==> config.mk <==
export PLATFORM = sky130hd
export DESIGN_NAME = skinning_weight_accumulator
export DESIGN_NICKNAME = d
export VERILOG_FILES = /design/src/design/swa_pkg.sv /design/src/design/swa_mac.sv /design/src/design/swa_ctrl.sv /design/src/design/skinning_weight_accumulator.sv
export SDC_FILE = /design/constraint.sdc
export NUM_CORES = 2
export LEC_CHECK = 0
export ABC_AREA = 0
export BUFFER_PORTS_ARGS = -buffer_cell sky130_fd_sc_hd__buf_4
export CAP_MARGIN = 20
export CORE_AREA = 5 5 363 365
export DETAILED_ROUTE_END_ITERATION = 10
export DIE_AREA = 0 0 368 370
export PLACE_DENSITY = 0.61
export SLEW_MARGIN = 20
export SYNTH_ARGS = -nofsm -noshare
export SYNTH_HDL_FRONTEND = slang
export SYNTH_SLANG_ARGS = --single-unit
==> constraint.sdc <==
create_clock -name clk -period 15.63 [get_ports clk]
set_input_delay 0 -clock clk [delete_from_list [all_inputs] [get_ports clk]]
set_output_delay 0 -clock clk [all_outputs]
set_load 0.005 [all_outputs]
==> src/design/swa_pkg.sv <==
`timescale 1ns / 1ps
// Shared widths, codes, types and the operation schedule of the skinning weight accumulator.
// Used by swa_mac, swa_ctrl and skinning_weight_accumulator; depends on nothing.
package swa_pkg;

  localparam int Q_W    = 16;
  localparam int POS_W  = 24;
  localparam int WT_W   = 16;
  localparam int OUT_W  = 24;

  localparam int PROD_W = 32;
  localparam int MC_W   = 34;
  localparam int ML_W   = 24;
  localparam int ACC_W  = 60;
  localparam int SUM_W  = 48;
  localparam int T_W    = 28;

  localparam int DIGIT_W    = 4;
  localparam int MUL_DIGITS = ML_W / DIGIT_W;
  localparam int DCNT_W     = $clog2(MUL_DIGITS);

  localparam int NUM_PROD = 9;
  localparam int NUM_OPS  = NUM_PROD + 3 * 4;
  localparam int OP_W     = $clog2(NUM_OPS);

  localparam int DOT_SHIFT = 30;
  localparam int OUT_SHIFT = 16;

  localparam int IN_POS_LSB = 4 * Q_W;
  localparam int IN_OFF_LSB = IN_POS_LSB + 3 * POS_W;
  localparam int IN_WT_LSB  = IN_OFF_LSB + 3 * POS_W;
  localparam int IN_DATA_W  = IN_WT_LSB + WT_W;
  localparam int OUT_DATA_W = 3 * OUT_W;

  localparam logic signed [MC_W-1:0] ONE_Q30 = MC_W'(64'd1 << DOT_SHIFT);

  localparam int P_XX = 0;
  localparam int P_YY = 1;
  localparam int P_ZZ = 2;
  localparam int P_XY = 3;
  localparam int P_XZ = 4;
  localparam int P_YZ = 5;
  localparam int P_WX = 6;
  localparam int P_WY = 7;
  localparam int P_WZ = 8;

  typedef enum logic [1:0] {
    OP_PROD,
    OP_DOT,
    OP_WGT
  } op_kind_t;

  typedef enum logic [1:0] {
    INIT_ZERO,
    INIT_KEEP,
    INIT_SUM
  } acc_init_t;

  typedef enum logic [1:0] {
    S_IDLE,
    S_ISSUE,
    S_WAIT,
    S_EMIT
  } state_t;

  typedef struct packed {
    op_kind_t   kind;
    logic [3:0] pidx;
    logic [1:0] row;
    logic [1:0] col;
  } op_info_t;

  typedef struct packed {
    logic      take;
    logic      start;
    acc_init_t init;
    op_info_t  op;
    logic      post;
    logic      emit;
  } swa_ctl_t;

  // Nine quaternion products come first, then for each axis three dot terms and one weighting.
  function automatic op_info_t decode_op(input logic [OP_W-1:0] op);
    op_info_t        info;
    logic [OP_W-1:0] rel;
    rel       = op - OP_W'(NUM_PROD);
    info.pidx = op[3:0];
    info.row  = rel[3:2];
    info.col  = rel[1:0];
    if (op < OP_W'(NUM_PROD)) begin
      info.kind = OP_PROD;
    end else if (rel[1:0] == 2'd3) begin
      info.kind = OP_WGT;
    end else begin
      info.kind = OP_DOT;
    end
    return info;
  endfunction

endpackage

==> src/design/swa_mac.sv <==
`timescale 1ns / 1ps
// Digit-serial signed multiply-accumulate unit, four multiplier bits per cycle.
// Depends on swa_pkg for widths and the accumulator start modes.
module swa_mac import swa_pkg::*; (
  input  logic                    clk,
  input  logic                    rst,
  input  logic                    start,
  input  acc_init_t               init,
  input  logic signed [MC_W-1:0]  mcand,
  input  logic signed [ML_W-1:0]  mult,
  input  logic signed [SUM_W-1:0] sum_in,
  output logic signed [ACC_W-1:0] acc,
  output logic                    busy
);

  logic signed [ACC_W-1:0]       mc_sh;
  logic signed [ML_W-1:0]        ml_sh;
  logic [DCNT_W-1:0]             cnt;
  logic                          last_digit;
  logic signed [DIGIT_W:0]       digit;
  logic signed [ACC_W+DIGIT_W:0] pp_full;
  logic signed [ACC_W-1:0]       pp;

  // The top digit carries the sign of the multiplier.
  assign last_digit = (cnt == DCNT_W'(MUL_DIGITS - 1));
  assign digit = last_digit ? {ml_sh[DIGIT_W-1], ml_sh[DIGIT_W-1:0]}
                            : {1'b0, ml_sh[DIGIT_W-1:0]};
  assign pp_full = mc_sh * digit;
  assign pp = pp_full[ACC_W-1:0];

  always_ff @(posedge clk) begin
    if (rst) begin
      busy <= 1'b0;
      cnt  <= '0;
    end else if (start) begin
      busy <= 1'b1;
      cnt  <= '0;
    end else if (busy) begin
      cnt <= cnt + DCNT_W'(1);
      if (last_digit) begin
        busy <= 1'b0;
      end
    end
  end

  always_ff @(posedge clk) begin
    if (start) begin
      mc_sh <= {{(ACC_W-MC_W){mcand[MC_W-1]}}, mcand};
      ml_sh <= mult;
      case (init)
        INIT_ZERO: begin
          acc <= '0;
        end
        INIT_SUM: begin
          acc <= {{(ACC_W-SUM_W){sum_in[SUM_W-1]}}, sum_in};
        end
        INIT_KEEP: begin
          acc <= acc;
        end
        default: begin
          acc <= acc;
        end
      endcase
    end else if (busy) begin
      acc   <= acc + pp;
      mc_sh <= mc_sh <<< DIGIT_W;
      ml_sh <= ml_sh >>> DIGIT_W;
    end
  end

endmodule

==> src/design/swa_ctrl.sv <==
`timescale 1ns / 1ps
// Sequencer that walks one weight through its 21 multiply-accumulate operations.
// Depends on swa_pkg for the state type, the operation schedule and the control struct.
module swa_ctrl import swa_pkg::*; (
  input  logic     clk,
  input  logic     rst,
  input  logic     in_valid,
  input  logic     mac_busy,
  input  logic     last_flag,
  input  logic     out_free,
  output logic     in_ready,
  output swa_ctl_t ctl
);

  state_t          state;
  state_t          state_next;
  logic [OP_W-1:0] op;
  logic [OP_W-1:0] op_next;
  op_info_t        info;

  assign info = decode_op(op);

  always_ff @(posedge clk) begin
    if (rst) begin
      state <= S_IDLE;
      op    <= '0;
    end else begin
      state <= state_next;
      op    <= op_next;
    end
  end

  always_comb begin
    state_next = state;
    op_next    = op;
    in_ready   = 1'b0;
    ctl        = '0;
    ctl.op     = info;
    case (info.kind)
      OP_PROD: begin
        ctl.init = INIT_ZERO;
      end
      OP_DOT: begin
        ctl.init = (info.col == 2'd0) ? INIT_ZERO : INIT_KEEP;
      end
      OP_WGT: begin
        ctl.init = INIT_SUM;
      end
      default: begin
        ctl.init = INIT_ZERO;
      end
    endcase
    case (state)
      S_IDLE: begin
        in_ready = !rst;
        if (in_valid && !rst) begin
          ctl.take   = 1'b1;
          op_next    = '0;
          state_next = S_ISSUE;
        end
      end
      S_ISSUE: begin
        ctl.start  = 1'b1;
        state_next = S_WAIT;
      end
      S_WAIT: begin
        if (!mac_busy) begin
          ctl.post = 1'b1;
          if (op == OP_W'(NUM_OPS - 1)) begin
            state_next = last_flag ? S_EMIT : S_IDLE;
          end else begin
            op_next    = op + OP_W'(1);
            state_next = S_ISSUE;
          end
        end
      end
      S_EMIT: begin
        if (out_free) begin
          ctl.emit   = 1'b1;
          state_next = S_IDLE;
        end
      end
      default: begin
        state_next = S_IDLE;
      end
    endcase
  end

endmodule

==> src/design/skinning_weight_accumulator.sv <==
`timescale 1ns / 1ps
// Top level of the skinning weight accumulator: input capture, matrix forming, sums and output.
// Depends on swa_pkg, swa_mac and swa_ctrl.
//
// Each transaction on the s_axis channel is one weight of a vertex; s_axis_tlast marks the
// last weight. The block builds the rotation matrix from the joint quaternion, rotates the
// bind offset, adds the joint position, scales by the weight and adds the result to three
// 48-bit saturating sums. After the last weight of a vertex one transaction leaves on
// m_axis with the rounded, saturated position, and the sums are cleared.
// All arithmetic runs on one digit-serial multiply-accumulate unit that takes 4 multiplier
// bits per cycle. Each product is issued, accumulated over its 6 digits and stored, and a
// weight needs 21 products. After the last weight of a vertex an emit step loads the output
// register and raises m_axis_tvalid. One weight is processed at a time; s_axis_tready is
// high only between weights. The result sits in an output register, so the next weight is
// accepted while it waits. If a new result is ready while the previous one is still held by
// a stalled receiver, the block waits until that result is taken. Reset clears the sums,
// drops m_axis_tvalid and holds s_axis_tready low.
module skinning_weight_accumulator import swa_pkg::*; (
  input  logic                  clk,
  input  logic                  rst,
  input  logic                  s_axis_tvalid,
  output logic                  s_axis_tready,
  // joint_rot_w, joint_rot_x, joint_rot_y, joint_rot_z, joint_pos_x, joint_pos_y,
  // joint_pos_z, offset_x, offset_y, offset_z, weight_value
  input  logic [IN_DATA_W-1:0]  s_axis_tdata,
  input  logic                  s_axis_tlast,
  output logic                  m_axis_tvalid,
  input  logic                  m_axis_tready,
  // out_x, out_y, out_z
  output logic [OUT_DATA_W-1:0] m_axis_tdata
);

  swa_ctl_t                ctl;
  logic                    mac_busy;
  logic signed [ACC_W-1:0] acc;

  logic signed [Q_W-1:0]    q_w;
  logic signed [Q_W-1:0]    q_x;
  logic signed [Q_W-1:0]    q_y;
  logic signed [Q_W-1:0]    q_z;
  logic signed [POS_W-1:0]  jp [3];
  logic signed [POS_W-1:0]  off [3];
  logic [WT_W-1:0]          weight;
  logic                     last_flag;
  logic signed [PROD_W-1:0] prod [NUM_PROD];
  logic signed [MC_W-1:0]   pe [NUM_PROD];
  logic signed [T_W-1:0]    t_val;
  logic signed [SUM_W-1:0]  sums [3];
  logic [OUT_W-1:0]         out_val [3];

  logic signed [Q_W-1:0]   pa;
  logic signed [Q_W-1:0]   pb;
  logic signed [MC_W-1:0]  mat_sel;
  logic signed [POS_W-1:0] jp_sel;
  logic signed [POS_W-1:0] off_sel;
  logic signed [SUM_W-1:0] sum_sel;
  logic signed [MC_W-1:0]  mcand;
  logic signed [ML_W-1:0]  mult;
  logic signed [ACC_W-1:0] acc_rnd;
  logic signed [T_W-1:0]   t_next;
  logic signed [SUM_W-1:0] acc_sat;
  logic                    out_free;

  swa_ctrl u_ctrl (
    .clk       (clk),
    .rst       (rst),
    .in_valid  (s_axis_tvalid),
    .mac_busy  (mac_busy),
    .last_flag (last_flag),
    .out_free  (out_free),
    .in_ready  (s_axis_tready),
    .ctl       (ctl)
  );

  swa_mac u_mac (
    .clk    (clk),
    .rst    (rst),
    .start  (ctl.start),
    .init   (ctl.init),
    .mcand  (mcand),
    .mult   (mult),
    .sum_in (sum_sel),
    .acc    (acc),
    .busy   (mac_busy)
  );

  assign out_free = !m_axis_tvalid || m_axis_tready;

  always_ff @(posedge clk) begin
    if (ctl.take) begin
      q_w       <= s_axis_tdata[0 +: Q_W];
      q_x       <= s_axis_tdata[Q_W +: Q_W];
      q_y       <= s_axis_tdata[2*Q_W +: Q_W];
      q_z       <= s_axis_tdata[3*Q_W +: Q_W];
      for (int i = 0; i < 3; i++) begin
        jp[i]  <= s_axis_tdata[IN_POS_LSB + i*POS_W +: POS_W];
        off[i] <= s_axis_tdata[IN_OFF_LSB + i*POS_W +: POS_W];
      end
      weight    <= s_axis_tdata[IN_WT_LSB +: WT_W];
      last_flag <= s_axis_tlast;
    end
  end

  always_comb begin
    case (ctl.op.pidx)
      4'(P_XX): begin pa = q_x; pb = q_x; end
      4'(P_YY): begin pa = q_y; pb = q_y; end
      4'(P_ZZ): begin pa = q_z; pb = q_z; end
      4'(P_XY): begin pa = q_x; pb = q_y; end
      4'(P_XZ): begin pa = q_x; pb = q_z; end
      4'(P_YZ): begin pa = q_y; pb = q_z; end
      4'(P_WX): begin pa = q_w; pb = q_x; end
      4'(P_WY): begin pa = q_w; pb = q_y; end
      4'(P_WZ): begin pa = q_w; pb = q_z; end
      default: begin pa = q_w; pb = q_w; end
    endcase
  end

  for (genvar i = 0; i < NUM_PROD; i++) begin : g_pe
    assign pe[i] = {{(MC_W-PROD_W){prod[i][PROD_W-1]}}, prod[i]};
  end

  always_comb begin
    case ({ctl.op.row, ctl.op.col})
      4'b00_00: mat_sel = ONE_Q30 - ((pe[P_YY] + pe[P_ZZ]) <<< 1);
      4'b00_01: mat_sel = (pe[P_XY] - pe[P_WZ]) <<< 1;
      4'b00_10: mat_sel = (pe[P_XZ] + pe[P_WY]) <<< 1;
      4'b01_00: mat_sel = (pe[P_XY] + pe[P_WZ]) <<< 1;
      4'b01_01: mat_sel = ONE_Q30 - ((pe[P_XX] + pe[P_ZZ]) <<< 1);
      4'b01_10: mat_sel = (pe[P_YZ] - pe[P_WX]) <<< 1;
      4'b10_00: mat_sel = (pe[P_XZ] - pe[P_WY]) <<< 1;
      4'b10_01: mat_sel = (pe[P_YZ] + pe[P_WX]) <<< 1;
      4'b10_10: mat_sel = ONE_Q30 - ((pe[P_XX] + pe[P_YY]) <<< 1);
      default:  mat_sel = '0;
    endcase
  end

  always_comb begin
    case (ctl.op.row)
      2'd0: begin jp_sel = jp[0]; sum_sel = sums[0]; end
      2'd1: begin jp_sel = jp[1]; sum_sel = sums[1]; end
      default: begin jp_sel = jp[2]; sum_sel = sums[2]; end
    endcase
    case (ctl.op.col)
      2'd0: off_sel = off[0];
      2'd1: off_sel = off[1];
      default: off_sel = off[2];
    endcase
  end

  always_comb begin
    case (ctl.op.kind)
      OP_PROD: begin
        mcand = {{(MC_W-Q_W){pa[Q_W-1]}}, pa};
        mult  = {{(ML_W-Q_W){pb[Q_W-1]}}, pb};
      end
      OP_DOT: begin
        mcand = mat_sel;
        mult  = off_sel;
      end
      OP_WGT: begin
        mcand = {{(MC_W-T_W){t_val[T_W-1]}}, t_val};
        mult  = {{(ML_W-WT_W){1'b0}}, weight};
      end
      default: begin
        mcand = '0;
        mult  = '0;
      end
    endcase
  end

  // Round the dot product half up to Q16.8, then add the joint position.
  assign acc_rnd = acc + (ACC_W'(1) <<< (DOT_SHIFT - 1));
  assign t_next  = acc_rnd[DOT_SHIFT +: T_W] + {{(T_W-POS_W){jp_sel[POS_W-1]}}, jp_sel};

  always_comb begin
    if ((&acc[ACC_W-1:SUM_W-1]) || !(|acc[ACC_W-1:SUM_W-1])) begin
      acc_sat = acc[SUM_W-1:0];
    end else if (acc[ACC_W-1]) begin
      acc_sat = {1'b1, {(SUM_W-1){1'b0}}};
    end else begin
      acc_sat = {1'b0, {(SUM_W-1){1'b1}}};
    end
  end

  always_ff @(posedge clk) begin
    if (ctl.post) begin
      if (ctl.op.kind == OP_PROD) begin
        prod[ctl.op.pidx] <= acc[PROD_W-1:0];
      end
      if ((ctl.op.kind == OP_DOT) && (ctl.op.col == 2'd2)) begin
        t_val <= t_next;
      end
    end
  end

  always_ff @(posedge clk) begin
    if (rst) begin
      for (int i = 0; i < 3; i++) begin
        sums[i] <= '0;
      end
    end else if (ctl.emit) begin
      for (int i = 0; i < 3; i++) begin
        sums[i] <= '0;
      end
    end else if (ctl.post && (ctl.op.kind == OP_WGT)) begin
      case (ctl.op.row)
        2'd0: sums[0] <= acc_sat;
        2'd1: sums[1] <= acc_sat;
        default: sums[2] <= acc_sat;
      endcase
    end
  end

  for (genvar i = 0; i < 3; i++) begin : g_out
    logic signed [SUM_W:0]           o_rnd;
    logic signed [SUM_W-OUT_SHIFT:0] o_sh;
    assign o_rnd = {sums[i][SUM_W-1], sums[i]} + ((SUM_W+1)'(1) <<< (OUT_SHIFT - 1));
    assign o_sh  = o_rnd[SUM_W:OUT_SHIFT];
    always_comb begin
      if ((&o_sh[SUM_W-OUT_SHIFT:OUT_W-1]) || !(|o_sh[SUM_W-OUT_SHIFT:OUT_W-1])) begin
        out_val[i] = o_sh[OUT_W-1:0];
      end else if (o_sh[SUM_W-OUT_SHIFT]) begin
        out_val[i] = {1'b1, {(OUT_W-1){1'b0}}};
      end else begin
        out_val[i] = {1'b0, {(OUT_W-1){1'b1}}};
      end
    end
  end

  always_ff @(posedge clk) begin
    if (rst) begin
      m_axis_tvalid <= 1'b0;
    end else if (ctl.emit) begin
      m_axis_tvalid <= 1'b1;
    end else if (m_axis_tready) begin
      m_axis_tvalid <= 1'b0;
    end
  end

  always_ff @(posedge clk) begin
    if (ctl.emit) begin
      m_axis_tdata <= {out_val[2], out_val[1], out_val[0]};
    end
  end

endmodule
======== Word level (Yosys, flattened, before mapping) ========
Memories as Yosys holds them, arrays and structs flattened.
Index checks and enable logic that the tools add are counted.
operators by class
  $add $sub $neg .......................... 21
  shift-type cells ........................ 0
  order comparisons ....................... 1
  mux-type cells .......................... 82
  bitwise logic cells ..................... 6
  reductions and logical operators ........ 43
  div/mod/pow operators ................... 0
  equal/unequal tests ..................... 33
  multiply operators ...................... 1
operators by type and width
  operator                                                               count
  48-bit two-way mux                                                     8
  34-bit one-hot mux with 9 select lines                                 1
  60-bit two-way mux                                                     4
  32-bit by 32-bit adder with 33-bit output                              6
  24-bit two-way mux                                                     7
  48-bit by 17-bit adder with 49-bit output, second input constant       3
  60-bit one-hot mux with 2 select lines                                 1
  34-bit one-hot mux with 3 select lines                                 1
  32-bit by 34-bit subtractor with 34-bit output, first input constant   3
  32-bit by 32-bit subtractor with 33-bit output                         3
  16-bit one-hot mux with 3 select lines                                 2
  24-bit one-hot mux with 2 select lines                                 2
  48-bit one-hot mux with 2 select lines                                 1
  24-bit one-hot mux with 3 select lines                                 1
  60-bit adder                                                           1
  60-bit by 5-bit multiplier with 60-bit output                          1
  58-bit by 31-bit adder with 58-bit output, second input constant       1
  1-bit two-way mux                                                      39
  10-bit AND reduction                                                   3
  10-bit OR reduction                                                    3
  28-bit adder                                                           1
  4-bit by 3-bit equality test with 1-bit output, second input constant  7
  23-bit two-way mux                                                     1
  5-bit two-way mux                                                      4
  33 further kinds                                                       83
storage, ports and cells
  memory bits (read-only) ................. 0
  bits in writable memories ............... 576
  register bits ........................... 337
  bits in latches ......................... 0
  bits of input ports ..................... 229
  memories kept ........................... 4
memory list
  memory  words  width  rd ports  clocked after Yosys merged registers in  write ports  RTL line                           source
  prod    9      32     9         0                                        1            skinning_weight_accumulator.sv:45  logic signed [PROD_W-1:0] prod [NUM_PROD];
  sums    3      48     3         0                                        3            skinning_weight_accumulator.sv:48  logic signed [SUM_W-1:0] sums [3];
  jp      3      24     3         0                                        3            skinning_weight_accumulator.sv:41  logic signed [POS_W-1:0] jp [3];
  off     3      24     3         0                                        3            skinning_weight_accumulator.sv:42  logic signed [POS_W-1:0] off [3];

======== Logic depth before layout (Yosys ltp) ========
  depth after elaboration ................. 11
  gate-level depth with buffers ........... 25

======== Modules after synthesis ========
A second synthesis with hierarchy kept.
unflattened totals
  cell total of the unflattened synthesis .. 5,878
  area total of the unflattened synthesis .. 62,042.0 µm²
by module, submodules not included
  module                       area an instance (µm²)  instances  cells each
  skinning_weight_accumulator  43,935.9                1          3,984
  swa_mac                      17,533.1                1          1,823
  swa_ctrl                     573.0                   1          71

======== Least setup slack after synthesis ========
Ideal clock, no wire load.
  path type ............................... flip-flop to flip-flop
  start point ............................. register u_ctrl.state[1]
  end point ............................... register u_ctrl.op[2]
  arrival ................................. 6.684 ns
  setup slack ............................. 8.823 ns
  cell stages (with the launch flop) ...... 6
  clock period less this slack ............ 6.807 ns
  cell sequence ........................... dfxtp_1 -> clkbuf_1 -> nor3_1 -> and2_1 -> or2_2 -> nor2_1
between the ends
  word-level cells in the longest chain between the ends .. 3
  elaborated cells on any way between the ends .. 8
  those cells by class .................... eq/ne: 4; mux: 1; reduce/logical: 3
RTL lines
  element                                                         RTL line        source
  from (decl)                                                     swa_ctrl.sv:15  state_t state;
  from (signal assigned)                                          swa_ctrl.sv:28  state <= state_next;
  2-bit equality test or 2-bit logical NOT (tied branches)        swa_ctrl.sv:53  case (state)
  2-bit inequality test (no source line) (tied with other cells)  --
  4-bit AND reduction (no source line)                            --
  to (signal assigned)                                            swa_ctrl.sv:29  op <= op_next;
  to (decl)                                                       swa_ctrl.sv:17  logic [OP_W-1:0] op;
Parallel ways exist; a longest one is shown, timed or not.
A chain may end at the register's enable or synchronous reset.

======== Worst setup path in the final report ========
  start point ............................. register u_mac.ml_sh[3]
  end point ............................... register u_mac.acc[59] (data pin)
between the ends
  word-level cells in the longest chain between the ends .. 5
RTL lines
  element                                        RTL line       source
  from (decl)                                    swa_mac.sv:17  logic signed [ML_W-1:0] ml_sh;
  from (signal assigned)                         swa_mac.sv:49  ml_sh <= mult;
  from (signal assigned)                         swa_mac.sv:67  ml_sh <= ml_sh >>> DIGIT_W;
  5-bit two-way mux                              swa_mac.sv:26  assign digit = last_digit ? {ml_sh[DIGIT_W-1], ml_sh[DIGIT_W-1:0]}
  60-bit by 5-bit multiplier with 60-bit output  swa_mac.sv:28  assign pp_full = mc_sh * digit;
  60-bit adder                                   swa_mac.sv:65  acc <= acc + pp;
  60-bit two-way mux                             swa_mac.sv:64  end else if (busy) begin
  60-bit two-way mux                             swa_mac.sv:47  if (start) begin
  to (signal assigned)                           swa_mac.sv:55  acc <= {{(ACC_W-SUM_W){sum_in[SUM_W-1]}}, sum_in};
  to (signal assigned)                           swa_mac.sv:65
  to (decl)                                      swa_mac.sv:12  output logic signed [ACC_W-1:0] acc,
No other way between the ends. The select of a mux whose other input is x is not followed.

==> results.txt <==
HP Class: in2reg
Chip Height: 370 um
total gr overflow: 0
fin. max-slew vios: 0
relative slew slack: 23.5%
post-synth top area share: 45.2%
startpoint types: flip-flop
GPL Wtd Cong: 0.916
final core occ: 56.1%
WP data arrival: 8880 ps
CTS tree: done
Yosys Warn Count: 0
Die Footprint: 136000 sq um
Final Hold Vio Count: 0
endpoints failing setup: 0
Final ANT Viol Nets: 0
Synth top cells by count: edfxtp_1 (901), nand2_1 (591), a21oi_1 (424)
Setup CP Type: reg2reg
vias per std cell: 5.93
Syn Inst Count: 5580
Clock transition at path regs: 70 ps
period utilization: 53.9%
wirelength, routed: 187 mm
cell area power density: 155 nW/um^2
wire length per cell: 23.3 um
top-count cell post-synth: edfxtp_1
initial antenna violation count: 19
post-synthesis sequential element count: 913
max-cap viol count: 0
P&R area growth vs syn: 20.4%
Pre-antenna DRT Iters: 7
IO Pins: 303
# rows: 132
slew at the pin with the worst max-slew slack: 1150 ps
Lkg Pwr: 27.9 nW
outcome: finished, final reports clean
syn_area_per_cell: 10.7 sq um
top post-synthesis cells by area: edfxtp_1 (45%), fa_1 (7.8%), ha_1 (6.8%)
Design Area, Final: 72100 sq um
port buffer count: 302
Worst VDD drop: 0.212 mV
share of layout cells above drive strength 1: 11.2%
Max Buffers Root-to-Sink: 3
Mapped Area: 59800 sq um
largest net degree at the start of global routing: 86
RSZ-0062 raised after global routing: no
Iteration-0 DRC Markers: 4251
ys flop type: edfxtp_1
WL met3: 12.2 mm
Num CTS Buffers: 100
post-synth top area cell: edfxtp_1
CTS root buffer: clkbuf_16
EDFF count, synth: 901
Synth cell types: 93
sequential-to-total area share from yosys stat: 45.6%
Placement Cell Area: 64100 sq um
CTS Sinks: 913
Core Area: 128000 sq um
pre-CTS setup slack: 6630 ps
Setup Buffers After CTS: 0
M1 wire length: 75.6 mm
Max Clock Skew: 56.4 ps
top layer in use: met4
crit end category: flip-flop
H-tree level count: 3
gr usage total: 26.6%
WP data required: 16080 ps
Die W: 368 um
FFs w/ async S/R, synth: 0%
fill count: 10751
final setup TNS: 0 ps
dpl cells: 7393
detailed-route via count: 47737
Layout Nets: 7057
clk_lat worst skew: 750 ps
crit path time final: 8430 ps
met2 WL: 92.7 mm
critical path peak fanout: 58
Residual DRC: 0
number of global-route vias before repair: 47336
setup ws final: 7200 ps
dpl hpwl: 133 mm
syn_nets: 6365
highest clock rate: 119 MHz
first-pass GRT wire length: 281 mm
post-route insts no fill: 8050
Initial Util: 46.6%
-- area by class of cell --
class                   instances  area (sq um)  share of cell area (%)
diodes                         21          52.6                  0.0729
flip-flops and latches        913         27300                    37.9
clock inverters                57           726                    1.01
repair buffers                830          7370                    10.2
inverters                     222           836                    1.16
multi-input cells            4205         31000                    43.0
well taps                    1675          2100                    2.91
clock buffers                 127          2660                    3.70
-- path summary, 6_finish.rpt --
check / start / endpoint / slack [ps] / cells past startpoint
min reg2reg: u_mac.cnt[1]$_SDFFE_PP0P_ / u_mac.cnt[1]$_SDFFE_PP0P_ / 510 / 2
max reg2reg: u_mac.ml_sh[3]$_DFFE_PP_ / u_mac.acc[59]$_DFFE_PP_ / 7200 / 21
max: u_mac.ml_sh[3]$_DFFE_PP_ / u_mac.acc[59]$_DFFE_PP_ / 7200 / 21
min: s_axis_tdata[94] / jp[0][30]$_DFFE_PP_ / 20 / 2
-- worst max-delay path, stage by stage (launching register included) --
cell	delay, ps
edfxtp_1	330
buf_4	520
nand3_2	470
or2_2	430
fa_1	510
fa_1	520
fa_1	550
inv_1	50
fa_1	500
fa_1	470
a21o_1	220
a21boi_0	170
o21ai_0	200
a2111oi_2	600
o31a_1	400
o21ai_1	210
a21oi_1	560
o21ai_0	510
o21a_1	350
a31oi_1	230
xnor2_1	140
o21ai_0	100
-- cells in the final DEF, fill, tap and decap left out, types with 34 or more instances in the layout --
master,count
nand2_1,590
dlygate4sd3_1,451
inv_1,220
o22ai_1,64
a21oi_1,421
o21ai_0,259
a31oi_1,56
nand3_1,123
buf_4,378
ha_1,323
o21a_1,50
xnor2_1,261
mux2i_1,69
xor2_1,168
clkbuf_16,100
and3_1,62
edfxtp_1,901
fa_1,232
a211oi_1,34
nor3_1,74
a21o_1,136
or2_2,74
mux2_2,34
nand4_1,56
and2_1,141
a222oi_1,36
nor2_1,389
-- metal layers --
layer / vias to the layer above / GRT usage, %
li1: 21918 / -
met1: 23608 / 34.3
met2: 1827 / 45.7
met3: 384 / 4.14
met4: 0 / 9.89
met5: - / 0
-- sequential cells by signal (all words and copies together) (netlist names) --
register,flops
u_mac.busy,1
u_mac.mc_sh,60
weight,16
q_x,16
q_w,16
t_val,28
u_mac.ml_sh,24
u_mac.acc,60
u_ctrl.state,2
m_axis_tdata,72
u_ctrl.op,5
sums,144
u_mac.cnt,3
jp,72
last_flag,1
q_y,16
q_z,16
prod,288
off,72
m_axis_tvalid,1
-- cells by family (layout without fill, tap and decap cells) --
group                      count (synthesis)  in the layout  share of synthesized area (%)
AOI/OAI and AO/OA                       1423           1423                           15.4
xor gates and xnor gates                 433            433                           6.34
adders and majority gates                556            556                           14.5
buffers and inverters                    462           1236                           2.95
DFF                                      913            913                           45.6
muxes                                    103            103                           1.79
other                                      0             21                              0
and+or+nand+nor                         1690           1690                           13.4
-- timing repair --
| action | CTS | global route |
|---|---|---|
| hold buffers | 451 | 0 |
| hold endpoints to repair | 243 | 0 |
| resized for setup | 0 | 0 |
-- power by group --
| part | internal, mW | leakage, nW | total, mW | switching (mW) |
|---|---|---|---|---|
| Clock | 1.40 | 1.64 | 2.46 | 1.06 |
| Sequential | 3.20 | 8.54 | 3.59 | 0.397 |
| Combinational | 2.21 | 17.7 | 5.13 | 2.92 |
| Total | 6.81 | 27.9 | 11.2 | 4.38 |
-- stage by stage --
step | hold slack (ps) | power [mW]
4_1_cts | 4.23 | 11.2
5_1_grt | 12.6 | 11.9
2_1_floorplan | 34.8 | 7.16
6_report | 22.5 | 11.2
3_3_place_gp | 179 | 8.55
3_5_place_dp | 179 | 8.61
Power figures use the tool's default switching activity.
